--- src/design/wsfd_pkg.sv ---
// Shared types and constants for the WebSocket frame decoder.
// No dependencies; imported by the parser, the output buffer and the top level.
`timescale 1ns / 1ps
`default_nettype none

package wsfd_pkg;

    localparam logic [3:0] OP_CONT  = 4'h0;
    localparam logic [3:0] OP_TEXT  = 4'h1;
    localparam logic [3:0] OP_PING  = 4'h9;
    localparam logic [3:0] OP_PONG  = 4'hA;

    localparam logic [1:0] CLS_MSG  = 2'd0;
    localparam logic [1:0] CLS_PING = 2'd1;
    localparam logic [1:0] CLS_PONG = 2'd2;
    localparam logic [1:0] CLS_DROP = 2'd3;

    localparam logic [1:0] ST_BYTE  = 2'd0;
    localparam logic [1:0] ST_EMPTY = 2'd1;
    localparam logic [1:0] ST_LEN64 = 2'd2;
    localparam logic [1:0] ST_BIG   = 2'd3;

    localparam logic [6:0] LEN7_EXT16 = 7'd126;
    localparam logic [6:0] LEN7_EXT64 = 7'd127;

    typedef struct packed {
        logic [15:0] frame_length;
        logic [1:0]  status;
        logic [1:0]  event_class;
        logic        last;
        logic        final_fragment;
        logic [3:0]  frame_opcode;
        logic [7:0]  payload_byte;
    } result_t;

    function automatic logic [1:0] class_of(input logic [3:0] op);
        logic [1:0] cls;
        unique case (op)
            OP_CONT, OP_TEXT: cls = CLS_MSG;
            OP_PING:          cls = CLS_PING;
            OP_PONG:          cls = CLS_PONG;
            default:          cls = CLS_DROP;
        endcase
        return cls;
    endfunction

endpackage

`default_nettype wire

--- src/design/websocket_frame_decoder.sv ---
// Top level of the WebSocket frame decoder: stream ports, size limit register.
// Depends on wsfd_pkg, wsfd_parser and wsfd_out_buf.
`timescale 1ns / 1ps
`default_nettype none

// Decodes a received WebSocket byte stream (16-bit lengths at most): header,
// optional extended length and mask key are absorbed, each payload byte comes
// out unmasked with opcode, FIN, event class and frame length; empty frames,
// 64-bit length codes and oversize frames give one status item each. One byte
// is taken per clock while s_tready is high; the parser updates its state and
// the result is written into a two-entry output buffer at the same edge, so
// s_tready drops only while both buffer entries wait on m_tready.
module websocket_frame_decoder (
    input  wire logic        aclk,
    input  wire logic        aresetn,
    input  wire logic        cfg_wr_en,
    input  wire logic [15:0] cfg_wr_data,   // size limit
    input  wire logic        s_tvalid,
    output logic             s_tready,
    input  wire logic [7:0]  s_tdata,       // [7:0] data_byte
    input  wire logic        s_tuser,       // [0] segment_start
    output logic             m_tvalid,
    input  wire logic        m_tready,
    output logic [31:0]      m_tdata,       // [7:0] payload_byte, [11:8] frame_opcode,
                                            // [12] final_fragment, [28:13] frame_length
    output logic [3:0]       m_tuser,       // [1:0] event_class, [3:2] status
    output logic             m_tlast        // last
);
    import wsfd_pkg::*;

    logic [15:0] size_limit_reg;
    logic        in_accept;
    logic        res_valid;
    result_t     res;
    result_t     out_res;

    always_ff @(posedge aclk) begin
        if (!aresetn) begin
            size_limit_reg <= 16'h0000;
        end else if (cfg_wr_en) begin
            size_limit_reg <= cfg_wr_data;
        end
    end

    assign in_accept = s_tvalid & s_tready;

    wsfd_parser u_parser (
        .aclk          (aclk),
        .aresetn       (aresetn),
        .in_accept     (in_accept),
        .data_byte     (s_tdata),
        .segment_start (s_tuser),
        .size_limit    (size_limit_reg),
        .res_valid     (res_valid),
        .res           (res)
    );

    wsfd_out_buf u_out_buf (
        .aclk      (aclk),
        .aresetn   (aresetn),
        .push      (res_valid),
        .push_data (res),
        .can_take  (s_tready),
        .out_valid (m_tvalid),
        .out_ready (m_tready),
        .out_data  (out_res)
    );

    assign m_tdata = {3'b000, out_res.frame_length, out_res.final_fragment,
                      out_res.frame_opcode, out_res.payload_byte};
    assign m_tuser = {out_res.status, out_res.event_class};
    assign m_tlast = out_res.last;

endmodule

`default_nettype wire

--- src/design/wsfd_parser.sv ---
// Header, length, mask key and payload parser: one byte per accepted item.
// Depends on wsfd_pkg for the result struct, status and class codes.
`timescale 1ns / 1ps
`default_nettype none

module wsfd_parser (
    input  wire logic             aclk,
    input  wire logic             aresetn,
    input  wire logic             in_accept,
    input  wire logic [7:0]       data_byte,
    input  wire logic             segment_start,
    input  wire logic [15:0]      size_limit,
    output logic                  res_valid,
    output wsfd_pkg::result_t     res
);
    import wsfd_pkg::*;

    typedef enum logic [2:0] {
        PH_HDR1   = 3'd0,
        PH_HDR2   = 3'd1,
        PH_EXT_HI = 3'd2,
        PH_EXT_LO = 3'd3,
        PH_KEY    = 3'd4,
        PH_DATA   = 3'd5,
        PH_DROP   = 3'd6
    } phase_t;

    phase_t      phase_reg, phase_next, cur_phase;
    logic [3:0]  held_opcode_reg, held_opcode_next;
    logic        held_fin_reg, held_fin_next;
    logic        masked_reg, masked_next;
    logic [15:0] payload_length_reg, payload_length_next;
    logic [15:0] byte_index_reg, byte_index_next;
    logic [31:0] mask_key_reg, mask_key_next;

    logic        len_known;
    logic [15:0] len_cand;
    logic [15:0] idx_inc;
    logic [7:0]  key_byte;

    assign cur_phase = segment_start ? PH_HDR1 : phase_reg;
    assign idx_inc   = byte_index_reg + 16'd1;

    always_comb begin
        unique case (byte_index_reg[1:0])
            2'd0:    key_byte = mask_key_reg[31:24];
            2'd1:    key_byte = mask_key_reg[23:16];
            2'd2:    key_byte = mask_key_reg[15:8];
            default: key_byte = mask_key_reg[7:0];
        endcase
    end

    always_comb begin
        phase_next          = cur_phase;
        held_opcode_next    = held_opcode_reg;
        held_fin_next       = held_fin_reg;
        masked_next         = masked_reg;
        payload_length_next = payload_length_reg;
        byte_index_next     = byte_index_reg;
        mask_key_next       = mask_key_reg;
        len_known           = 1'b0;
        len_cand            = {8'h00, data_byte};

        res_valid          = 1'b0;
        res.payload_byte   = 8'h00;
        res.frame_opcode   = held_opcode_reg;
        res.final_fragment = held_fin_reg;
        res.event_class    = class_of(held_opcode_reg);
        res.frame_length   = 16'h0000;
        res.last           = 1'b1;
        res.status         = ST_EMPTY;

        unique case (cur_phase)
            PH_HDR2: begin
                masked_next = data_byte[7];
                if (data_byte[6:0] == LEN7_EXT64) begin
                    payload_length_next = 16'h0000;
                    res_valid           = 1'b1;
                    res.status          = ST_LEN64;
                    phase_next          = PH_DROP;
                end else if (data_byte[6:0] == LEN7_EXT16) begin
                    payload_length_next = 16'h0000;
                    phase_next          = PH_EXT_HI;
                end else begin
                    len_cand  = {9'h000, data_byte[6:0]};
                    len_known = 1'b1;
                end
            end
            PH_EXT_HI: begin
                payload_length_next = {data_byte, 8'h00};
                phase_next          = PH_EXT_LO;
            end
            PH_EXT_LO: begin
                len_cand  = {payload_length_reg[15:8], data_byte};
                len_known = 1'b1;
            end
            PH_KEY: begin
                mask_key_next = {mask_key_reg[23:0], data_byte};
                if (idx_inc < 16'd4) begin
                    byte_index_next = idx_inc;
                end else begin
                    byte_index_next = 16'h0000;
                    if (payload_length_reg == 16'h0000) begin
                        res_valid  = 1'b1;
                        phase_next = PH_HDR1;
                    end else begin
                        phase_next = PH_DATA;
                    end
                end
            end
            PH_DATA: begin
                byte_index_next  = idx_inc;
                res_valid        = 1'b1;
                res.payload_byte = data_byte ^ (masked_reg ? key_byte : 8'h00);
                res.frame_length = payload_length_reg;
                res.last         = (idx_inc >= payload_length_reg);
                res.status       = ST_BYTE;
                if (idx_inc >= payload_length_reg) phase_next = PH_HDR1;
            end
            PH_DROP: begin
                phase_next = PH_DROP;
            end
            default: begin
                held_fin_next    = data_byte[7];
                held_opcode_next = data_byte[3:0];
                phase_next       = PH_HDR2;
            end
        endcase

        if (len_known) begin
            payload_length_next = len_cand;
            if ((size_limit != 16'h0000) && (len_cand > size_limit)) begin
                res_valid        = 1'b1;
                res.frame_length = len_cand;
                res.status       = ST_BIG;
                phase_next       = PH_DROP;
            end else begin
                byte_index_next = 16'h0000;
                if (masked_next) begin
                    mask_key_next = 32'h0000_0000;
                    phase_next    = PH_KEY;
                end else if (len_cand == 16'h0000) begin
                    res_valid  = 1'b1;
                    phase_next = PH_HDR1;
                end else begin
                    phase_next = PH_DATA;
                end
            end
        end

        if (!in_accept) res_valid = 1'b0;
    end

    always_ff @(posedge aclk) begin
        if (!aresetn) begin
            phase_reg          <= PH_HDR1;
            held_opcode_reg    <= 4'h0;
            held_fin_reg       <= 1'b0;
            masked_reg         <= 1'b0;
            payload_length_reg <= 16'h0000;
            byte_index_reg     <= 16'h0000;
            mask_key_reg       <= 32'h0000_0000;
        end else if (in_accept) begin
            phase_reg          <= phase_next;
            held_opcode_reg    <= held_opcode_next;
            held_fin_reg       <= held_fin_next;
            masked_reg         <= masked_next;
            payload_length_reg <= payload_length_next;
            byte_index_reg     <= byte_index_next;
            mask_key_reg       <= mask_key_next;
        end
    end

endmodule

`default_nettype wire

--- src/design/wsfd_out_buf.sv ---
// Two-entry result register with skid stage between the parser and m_ side.
// Depends on wsfd_pkg for the result struct.
`timescale 1ns / 1ps
`default_nettype none

module wsfd_out_buf (
    input  wire logic              aclk,
    input  wire logic              aresetn,
    input  wire logic              push,
    input  wire wsfd_pkg::result_t push_data,
    output logic                   can_take,
    output logic                   out_valid,
    input  wire logic              out_ready,
    output wsfd_pkg::result_t      out_data
);
    import wsfd_pkg::*;

    logic    main_valid_reg, skid_valid_reg;
    result_t main_reg, skid_reg;
    logic    pop;

    assign pop       = main_valid_reg & out_ready;
    assign can_take  = !skid_valid_reg;
    assign out_valid = main_valid_reg;
    assign out_data  = main_reg;

    always_ff @(posedge aclk) begin
        if (!aresetn) begin
            main_valid_reg <= 1'b0;
            skid_valid_reg <= 1'b0;
        end else if (pop) begin
            if (skid_valid_reg) begin
                main_reg       <= skid_reg;
                skid_valid_reg <= 1'b0;
            end else begin
                main_reg       <= push_data;
                main_valid_reg <= push;
            end
        end else if (push) begin
            if (!main_valid_reg) begin
                main_reg       <= push_data;
                main_valid_reg <= 1'b1;
            end else begin
                skid_reg       <= push_data;
                skid_valid_reg <= 1'b1;
            end
        end
    end

endmodule

`default_nettype wire

--- config.mk ---
export PLATFORM = sky130hd
export DESIGN_NAME = websocket_frame_decoder
export DESIGN_NICKNAME = d
export VERILOG_FILES = /design/src/design/wsfd_pkg.sv /design/src/design/websocket_frame_decoder.sv /design/src/design/wsfd_parser.sv /design/src/design/wsfd_out_buf.sv
export SDC_FILE = /design/constraint.sdc
export NUM_CORES = 1
export LEC_CHECK = 0
export ABC_AREA = 1
export BUFFER_PORTS_ARGS = -buffer_cell sky130_fd_sc_hd__buf_2
export CAP_MARGIN = 0
export CORE_MARGIN = 1.5
export CORE_UTILIZATION = 30
export DETAILED_ROUTE_END_ITERATION = 8
export GPL_TIMING_DRIVEN = 0
export PLACE_DENSITY = 0.51
export SKIP_LAST_GASP = 1
export SYNTH_ARGS = -nofsm -noshare
export SYNTH_HDL_FRONTEND = slang
export SYNTH_SLANG_ARGS = --single-unit
export TNS_END_PERCENT = 5
--- constraint.sdc ---
create_clock -name aclk -period 4 [get_ports aclk]
set_input_delay 0.4 -clock aclk [delete_from_list [all_inputs] [get_ports aclk]]
set_output_delay 0.4 -clock aclk [all_outputs]
set_load 0.1 [all_outputs]
==> qor.yml, run 1 <==
outcome: "finished, final reports clean"
syn_inst: 1062
required_ns: 4.19
hp-start: "cfg_wr_data[0]"
worst-path-buf-inv: 6
critPathArrivalTime_ns: 3.74
tightest_slew_ns: 0.8577
areaGrowthSynthToFinish_pct: 17.02
antenna_left: 0
period_needed_ns: 3.552
r2r_end: "u_out_buf.out_data[23]$_DFFE_PP_"
place_area_um2: 9405
p_sw_mw: 1.119
fin_util_pct: 35.78
r2r-start: "u_parser.phase_reg[1]$_SDFFE_PN0P_"
ys.flop_type: "dfxtp_1"
maxCapViolCount: 0
hold_buffers: 0
drt_iter0_drc: 582
place_hpwl_um: 19310
synth_area_leaders: "edfxtp_1, dfxtp_1, nand2_1, a21oi_1, o21ai_0"
yosysTopAreaCellShare_pct: 23.91
ys.warnings.count: 0
synth_area_per_cell_um2: 8.042
slew_headroom_pct: 42.82
ys_ff_latch: 159
crit_top_cell: "nand2_1"
cpPeakStageDelay_ns: 0.35
reg2reg_depth: 20
ff2ff_setup_slack_ns: 0.45
irDropWorstVdd_mv: 0.3181
comb_power_share_pct: 10.6
drive_above_1_share_pct: 13.93
max_freq_ghz: 0.2816
nets: 1217
start_util_pct: 30.57
cts_root_buffer: "clkbuf_16"
path_class: "flop to flop"
seq_area_frac_synth_pct: 45.24
grt_pass1_wl_um: 40220
crit_slowest_cell: "dfxtp_1"
routed_via_density: 4.943
clock_latency_ns: 0.44
dr.pass1.iters: 5
slew_viol_final: 0
synth_top_area_cell: "edfxtp_1"
hold_viol_final: 0
rsz0062_at_grt: "false"
end_kind: "flop"
grt_usage_pct: 17.89
leakagePower_nw: 3.874
io_pins: 69
rows: 61
hold_class: "input port to flop"
routedWlPerCell_um: 16.68
ctsResizeCount: 0
cp_top_family: "simple AND/OR/NAND/NOR gates"
fin_crit_sh_pct: 88.79
power.density_nw_per_um2: 381.4
numCtsBuffers: 17
core_um2: 27930
wl_um: 25700
setup_viol: 0
crit_start: "u_parser.phase_reg[1]$_SDFFE_PN0P_"
grt_pass1_vias: 7114
critPathLaunchType: "flop"
synth_area_um2: 8541
vias: 7617
hold_path_end: "size_limit_reg[0]$_SDFFE_PN0P_"
io_buffers: 65
final_cell_area_um2: 9995
die_w_um: 171.7
synthTopCellsByCount: "nand2_1, a21oi_1, inv_1"
clk_pin_slew_ns: 0.07
holdPathStages: 3
yosysUniqueCellTypes: 40
synth.most_common_cell: "nand2_1"
worstPathCellList: "inv_1 -> nor2_1 -> nand2_1 -> nor2_4 -> inv_2 -> nor2_1 -> ha_1 -> nand2_1 -> inv_2 -> nand3_1 -> nor2_1 -> nand4_1 -> nand2_1 -> inv_1 -> nand2_1 -> inv_2 -> nand2_1 -> o22ai_1 -> mux2i_1 -> inv_1"
pwr-share-seq_pct: 46.6
overflow: 0
cts_tree: "done"
place_congestion: 0.8693
drcViolationCount: 0
grt_max_degree: 32
finalSetupTns_ns: 0
power.internal_mw: 2.693
cts_max_level: 4
p_clk_share_pct: 42.9
grt_antenna_before_repair: 0
critPathMaxFanout: 10
p_sw_share_pct: 29.36
cts_setup_buffers: 0
synthArstFlopShare_pct: 0
clock_path_buffers: 2
synth_enable_flop_cells: 68
die_area_um2: 29490
die_y_um: 171.7
clock_skew_ns: 0.01270
diodes: 0
clkSinkCount: 159
==> area by class of cell <==
| type | count | area (µm²) |
|---|---|---|
| Fill cell | 2980 | 17940 |
| Multi-Input combinational cell | 721 | 3981 |
| Sequential cell | 159 | 3864 |
| Inverter | 129 | 484.2 |
| Tap cell | 378 | 473.0 |
| Clock buffer | 17 | 425.4 |
| Timing Repair Buffer | 67 | 365.4 |
| Buffer | 55 | 237.7 |
| Clock inverter | 15 | 163.9 |
==> per-stage QoR <==
| step | worst slack, ns | instances | hold slack, ns | power, mW |
|---|---|---|---|---|
| after CTS | 0.4853 | 1541 | 0.1810 | 3.830 |
| final | 0.4484 | 1541 | 0.1898 | 3.812 |
| after global placement | -1.441 | 1507 | 0.4477 | 2.203 |
| after detailed placement | 0.3476 | 1509 | 0.4450 | 2.208 |
| after global routing | 0.1445 | 1541 | 0.2126 | 3.948 |
| after floorplan | 0.02784 | 1064 | 0.4252 | 2.075 |
==> tightest hold or removal path, stage by stage <==
cell    delay (ns)
buf_2         0.07
nor2_1        0.03
nor2_1        0.09
==> worst max path at each step <==
| stage | to | slack (ns) | cells after the start |
|---|---|---|---|
| 6_report | u_out_buf.out_data[23]$_DFFE_PP_ | 0.45 | 20 |
| 5_1_grt | u_out_buf.out_data[23]$_DFFE_PP_ | 0.14 | 20 |
| 3_3_place_gp | u_out_buf.skid_reg[23]$_DFFE_PP_ | -1.44 | 19 |
| 4_1_cts | u_out_buf.out_data[24]$_DFFE_PP_ | 0.49 | 20 |
| 3_5_place_dp | u_out_buf.out_data[23]$_DFFE_PP_ | 0.35 | 20 |
| 2_1_floorplan | u_out_buf.skid_reg[0]$_DFFE_PP_ | 0.03 | 20 |
==> placed cells by master, fill, tap and decap left out, types with 7 or more instances in the layout <==
cell       synthesis  layout
nor2_2            12      12
a21oi_1          114     113
nand4_1           24      24
o22ai_1           10      10
ha_1              37      37
inv_1            110     110
o211ai_1          34      34
buf_2              7      72
nor2_1            52      51
o2111ai_1         11      11
o21ai_0          109     109
dfxtp_1           91      91
edfxtp_1          68      68
clkbuf_16          0      17
o21ai_1           13      13
mux2i_1           15      15
nand3_1           36      36
a221oi_1           8       8
inv_2             16      16
clkbuf_1          42      42
nand2_2            7       7
nand2_1          198     198
==> cell families (layout without fill, tap and decap cells) <==
group                      after synthesis  after routing  synth area share, %
and+or+nand+nor                        358            358                18.81
AOI/OAI and AO/OA                      307            307                20.17
buffers and inverters                  184            283                8.453
DFF                                    159            159                45.24
adders and majority gates               37             37                5.420
muxes                                   15             15                1.758
other                                    1              3              0.04391
xor gates and xnor gates                 1              1               0.1026
==> power groups by stage <==
stage | sequential (mW) | combinational (mW) | clock [mW]
floorplan | 1.82 | 0.258 | 0
global placement | 1.81 | 0.392 | 0
detailed placement | 1.81 | 0.397 | 0
CTS | 1.77 | 0.400 | 1.66
global route | 1.78 | 0.450 | 1.72
finish | 1.78 | 0.402 | 1.63
==> routing by layer <==
metal,share of wire (%),up-vias,GRT usage (%)
met5,0,-,0
met4,2.3,0,6.217
met3,4.1,33,2.324
met2,44,203,28.48
met1,49,3545,24.80
li1,-,3836,-
Power figures use the tool's default switching activity.
==> run 2, diff against run 1 <==
--- a/config.mk
+++ b/config.mk
@@ -12,7 +12,7 @@
 export CORE_UTILIZATION = 30
 export DETAILED_ROUTE_END_ITERATION = 8
 export GPL_TIMING_DRIVEN = 0
-export PLACE_DENSITY = 0.51
+export PLACE_DENSITY = 0.5
 export SKIP_LAST_GASP = 1
 export SYNTH_ARGS = -nofsm -noshare
 export SYNTH_HDL_FRONTEND = slang
==> constraint.sdc (replaced) <==
create_clock -name aclk -period 3.7 [get_ports aclk]
set_input_delay 0.37 -clock aclk [delete_from_list [all_inputs] [get_ports aclk]]
set_output_delay 0.37 -clock aclk [all_outputs]
set_load 0.1 [all_outputs]
==> qor.yml, run 2 (same netlist as run 1, synthesis figures left out) <==
irDropWorstVdd_mv: 0.3027  # was 0.3181 mV
rows: 61  # unchanged
final_cell_area_um2: 10150  # was 9995 µm²
fin_crit_sh_pct: 92.98  # was 88.79%
die_area_um2: 29490  # unchanged
cts_tree: "done"  # unchanged
grt_pass1_vias: 6988  # was 7114
critPathMaxFanout: 10  # unchanged
die_y_um: 171.7  # unchanged
final_common_cell: "nand2_1"  # unchanged
routedWlPerCell_um: 16.76  # was 16.68 µm
drive_above_1_share_pct: 15.08  # was 13.93%
critPathLaunchType: "flop"  # unchanged
die_w_um: 171.7  # unchanged
ff2ff_setup_slack_ns: 0.26  # was 0.45 ns
period_needed_ns: 3.440  # was 3.552 ns
slew_headroom_pct: 44.22  # was 42.82%
dp_worst_setup_slack_ns: 0.001618  # was 0.3476 ns
leakagePower_nw: 3.965  # was 3.874 nW
hold_buffers: 0  # unchanged
fin_util_pct: 36.32  # was 35.78%
critPathArrivalTime_ns: 3.65  # was 3.74 ns
dr.pass1.iters: 8  # was 5
hold_viol_final: 0  # unchanged
hold_path_end: "size_limit_reg[0]$_SDFFE_PN0P_"  # unchanged
antenna_left: 0  # unchanged
maxCapViolCount: 0  # unchanged
r2r_end: "u_out_buf.out_data[2]$_DFFE_PP_"  # was u_out_buf.out_data[23]$_DFFE_PP_
reg2reg_depth: 21  # was 20
numCtsBuffers: 17  # unchanged
wl_um: 26020  # was 25700 µm
outcome: "finished, final reports clean"  # unchanged
power.density_nw_per_um2: 414.3  # was 381.4 nW/µm²
cts_max_level: 4  # unchanged
path_class: "flop to flop"  # unchanged
vias: 7638  # was 7617
grt_usage_pct: 17.87  # was 17.89%
hp-start: "cfg_wr_data[0]"  # unchanged
core_um2: 27930  # unchanged
required_ns: 3.91  # was 4.19 ns
start_util_pct: 30.57  # unchanged
max_freq_ghz: 0.2907  # was 0.2816 GHz
place_hpwl_um: 19330  # was 19310 µm
place_area_um2: 9405  # unchanged
end_kind: "flop"  # unchanged
setup_viol: 0  # unchanged
cts_root_buffer: "clkbuf_16"  # unchanged
clk_pin_slew_ns: 0.07  # about the same
grt_antenna_before_repair: 0  # unchanged
tightest_slew_ns: 0.8367  # was 0.8577 ns
final_cell_mix: "nand2_1, a21oi_1, inv_1"  # unchanged
setup_slack_ns: 0.2598  # was 0.4484 ns
clock_path_buffers: 2  # unchanged
grt_pass1_wl_um: 39650  # was 40220 µm
grt_max_degree: 32  # unchanged
slew_viol_final: 0  # unchanged
io_buffers: 65  # unchanged
clock_latency_ns: 0.44  # about the same
r2r-start: "u_parser.phase_reg[1]$_SDFFE_PN0P_"  # unchanged
p_total_mw: 4.204  # was 3.812 mW
clkSinkCount: 159  # unchanged
nets: 1228  # was 1217
overflow: 0  # unchanged
areaGrowthSynthToFinish_pct: 18.80  # was 17.02%
io_pins: 69  # unchanged
clock_skew_ns: 0.01401  # was 0.01270 ns
routed_via_density: 4.921  # was 4.943
diodes: 0  # unchanged
drt_iter0_drc: 519  # was 582
place_congestion: 0.8930  # was 0.8693
hold_class: "input port to flop"  # unchanged
holdPathStages: 3  # unchanged
drcViolationCount: 0  # unchanged
==> run 2: cell count changes in the layout (fill, tap and decap cells not counted), sizes merged <==
cell      previous run  this run
clkinvlp             2         0
clkinv               8         7
clkbuf              59        60
inv                134       136
bufinv               0         1
buf                 80        90
==> run 2: cell type report <==
cell class	instances	area [µm²]
clock inverters	15	185.2
inverters	129	484.2
flip-flops and latches	159	3865
multi-input cells	721	3994
plain buffers	55	237.7
repair buffers	78	481.7
well taps	378	473.0
clock buffers	17	425.4
fillers	2996	17790
==> run 2: repair_timing <==
| item | 4_1_cts | 5_1_grt |
|---|---|---|
| resized for setup | 0 | 5 |
| setup endpoints to repair | 0 | 69 |
| buffers inserted | 0 | 9 |
==> run 2: how the worst max path moves through the flow <==
| stage | start | endpoint |
|---|---|---|
| after floorplan | u_parser.phase_reg[0]$_SDFFE_PN0P_ | u_out_buf.skid_reg[0]$_DFFE_PP_ |
| after global placement | s_tuser | u_out_buf.skid_reg[23]$_DFFE_PP_ |
| after detailed placement | s_tuser | u_out_buf.out_data[23]$_DFFE_PP_ |
| after CTS | u_parser.phase_reg[1]$_SDFFE_PN0P_ | u_out_buf.out_data[23]$_DFFE_PP_ |
| after global routing | u_parser.phase_reg[1]$_SDFFE_PN0P_ | u_out_buf.out_data[2]$_DFFE_PP_ |
| final | u_parser.phase_reg[1]$_SDFFE_PN0P_ | u_out_buf.out_data[2]$_DFFE_PP_ |
==> run 2: routing by layer <==
layer / vias to the layer above / GRT usage (%) / wire (µm) / part of all wire, %
li1: 3862 / - / - / -
met1: 3549 / 23.91 / 12390 / 48
met2: 194 / 28.64 / 11990 / 46
met3: 33 / 2.853 / 1047 / 4.0
met4: 0 / 7.208 / 595 / 2.3
met5: - / 0 / 0 / 0
==> run 2: power breakdown <==
group | switching, mW | leakage, nW | internal [mW]
clock | 0.862 | 0.302 | 0.981
sequential | 0.0459 | 1.35 | 1.87
combinational | 0.305 | 2.32 | 0.136
total | 1.21 | 3.96 | 2.99
==> run 2: worst max-delay path, cell delays in order (launching register included) <==
cell and delay (ns):
dfxtp_1 0.37, inv_1 0.08, nor2_1 0.17, nand2_2 0.13, nor2_4 0.20, inv_2 0.13
nor2_1 0.15, ha_1 0.18, nand4_1 0.16, nor2_2 0.21, nand4_1 0.10, nand2_1 0.09
inv_1 0.04, nand2_1 0.19, nand2_1 0.09, nand2_1 0.07, nand3_1 0.16, nand3_1 0.18
a21oi_4 0.08, buf_12 0.18, buf_4 0.13, buf_4 0.12
==> run 2: stage by stage <==
stage	hold WS, ns	instances	setup TNS, ns
after floorplan	0.4252	1064	-9.254
after CTS	0.1547	1541	0
after global routing	0.1715	1552	-0.01267
final	0.1615	1552	0
after detailed placement	0.4457	1509	0
after global placement	0.4428	1507	-86.88
==> run 3, diff against run 2 <==
--- a/config.mk
+++ b/config.mk
@@ -12,6 +12,7 @@
 export CORE_UTILIZATION = 30
 export DETAILED_ROUTE_END_ITERATION = 8
 export GPL_TIMING_DRIVEN = 0
+export MAX_ROUTING_LAYER = met4
 export PLACE_DENSITY = 0.5
 export SKIP_LAST_GASP = 1
 export SYNTH_ARGS = -nofsm -noshare
==> qor.yml, run 3 (same netlist as run 1, synthesis figures left out) <==
die_y_um: 171.7  # unchanged
hold_class: "input port to flop"  # unchanged
antenna_left: 0  # unchanged
hold_viol_final: 0  # unchanged
drcViolationCount: 0  # unchanged
cts_max_level: 4  # unchanged
vias: 7620  # was 7638
path_class: "flop to flop"  # unchanged
critPathArrivalTime_ns: 3.54  # was 3.65 ns
max_freq_ghz: 0.2932  # was 0.2907 GHz
clkSinkCount: 159  # unchanged
ff2ff_setup_slack_ns: 0.29  # was 0.26 ns
crit_start: "u_parser.phase_reg[1]$_SDFFE_PN0P_"  # unchanged
final_common_cell: "nand2_1"  # unchanged
dr.pass1.iters: 5  # was 8
fin_crit_sh_pct: 92.17  # was 92.98%
slew_viol_final: 0  # unchanged
tightest_slew_ns: 0.8406  # was 0.8367 ns
die_area_um2: 29490  # unchanged
cts_root_buffer: "clkbuf_16"  # unchanged
cts_tree: "done"  # unchanged
end_kind: "flop"  # unchanged
io_buffers: 65  # unchanged
numCtsBuffers: 17  # unchanged
required_ns: 3.83  # was 3.91 ns
place_congestion: 0.9006  # was 0.8930
overflow: 0  # unchanged
io_pins: 69  # unchanged
drive_above_1_share_pct: 14.77  # was 15.08%
fin_util_pct: 36.10  # was 36.32%
dp_cells: 1509  # unchanged
power.density_nw_per_um2: 410.4  # was 414.3 nW/µm²
leakagePower_nw: 3.925  # was 3.965 nW
nets: 1225  # was 1228
grt_antenna_before_repair: 0  # unchanged
grt_usage_pct: 18.46  # was 17.87%
critPathLaunchType: "flop"  # unchanged
grt_pass1_vias: 7047  # was 6988
routedWlPerCell_um: 16.78  # was 16.76 µm
layoutNonFillerInstCount: 1549  # was 1552
die_w_um: 171.7  # unchanged
clk_pin_slew_ns: 0.07  # about the same
setup_viol: 0  # unchanged
place_hpwl_um: 19410  # was 19330 µm
clock_latency_ns: 0.43  # was 0.44 ns
drt_iter0_drc: 475  # was 519
grt_max_degree: 32  # unchanged
grt_pass1_wl_um: 39980  # was 39650 µm
diodes: 0  # unchanged
final_cell_mix: "nand2_1, a21oi_1, inv_1"  # unchanged
core_um2: 27930  # unchanged
critPathMaxFanout: 15  # was 10
hp-start: "cfg_wr_data[0]"  # unchanged
clock_skew_ns: 0.01162  # was 0.01401 ns
rows: 61  # unchanged
outcome: "finished, final reports clean"  # unchanged
irDropWorstVdd_mv: 0.3115  # was 0.3027 mV
fillers: 2979  # was 2996
rsz0062_at_grt: "false"
areaGrowthSynthToFinish_pct: 18.06  # was 18.80%
routed_via_density: 4.919  # was 4.921
wl_um: 25990  # was 26020 µm
clock_path_buffers: 2  # unchanged
r2r-start: "u_parser.phase_reg[1]$_SDFFE_PN0P_"  # unchanged
period_needed_ns: 3.410  # was 3.440 ns
maxCapViolCount: 0  # unchanged
slew_headroom_pct: 43.96  # was 44.22%
start_util_pct: 30.57  # unchanged
-- run 3: final cells by class --
type	instances	area, µm²	area share, %
Buffer	55	237.7	2.358
Inverter	129	484.2	4.802
Clock inverter	15	163.9	1.626
Multi-Input combinational cell	721	3991	39.58
Tap cell	378	473.0	4.690
Timing Repair Buffer	75	442.9	4.393
Sequential cell	159	3865	38.33
Clock buffer	17	425.4	4.219
-- run 3: worst max-delay path, cell delays in order, from the launching register on --
cell and delay, ns:
dfxtp_1 0.34, inv_1 0.07, nor2_1 0.13, nand2_1 0.17, nor2_4 0.23, inv_2 0.13, nor2_1 0.16, ha_1 0.26
nand2_1 0.08, inv_2 0.04, nand3_1 0.08, nor2_2 0.06, nand4_1 0.07, nand2_1 0.06, inv_1 0.05, nand2_1 0.16
nand2_1 0.12, nand2_1 0.06, nand3_1 0.16, nand3_1 0.15, a21oi_4 0.18, buf_4 0.18, buf_12 0.15
-- run 3: final timing paths --
check	end	depth (start not counted)
worst max register to register	u_out_buf.out_data[29]$_DFFE_PP_	22
worst max-delay path	u_out_buf.out_data[29]$_DFFE_PP_	22
worst min register to register	u_parser.payload_length_reg[4]$_SDFFE_PN0P_	2
worst min-delay path	size_limit_reg[0]$_SDFFE_PN0P_	3
-- run 3: where the power goes --
part           switching (mW)  total (mW)  internal, mW
registers              0.0463        1.92          1.87
logic                   0.303       0.438         0.135
clock network           0.817        1.78         0.962
total                    1.17        4.14          2.97
-- run 3: metal layers --
layer | track usage (%) | vias to the layer above | part of all wire (%)
met5 | - | - | 0
met4 | 7.056 | 0 | 2.5
met3 | 2.324 | 37 | 4.0
met2 | 29.50 | 177 | 47
met1 | 23.80 | 3556 | 47
li1 | - | 3850 | -
-- run 3: through the flow --
stage	power [mW]	setup WS (ns)	hold WS, ns	setup TNS [ns]	instance area [µm²]
final	4.138	0.2897	0.1688	0	10080
after global routing	4.317	0.006680	0.1741	0	10080
after CTS	4.169	0.2180	0.1604	0	9995
after detailed placement	2.389	0.09641	0.4471	0	9405
after global placement	2.385	-1.729	0.4401	-88.40	9350
after floorplan	2.244	-0.2722	0.4252	-9.254	8552
-- run 3: repair_timing --
| item | 4_1_cts | 5_1_grt |
|---|---|---|
| setup buffers | 0 | 7 |
| hold buffers | 0 | 0 |
| setup endpoints to repair | 0 | 68 |
| gates resized for setup | 0 | 4 |
| hold endpoints to repair | 0 | 0 |
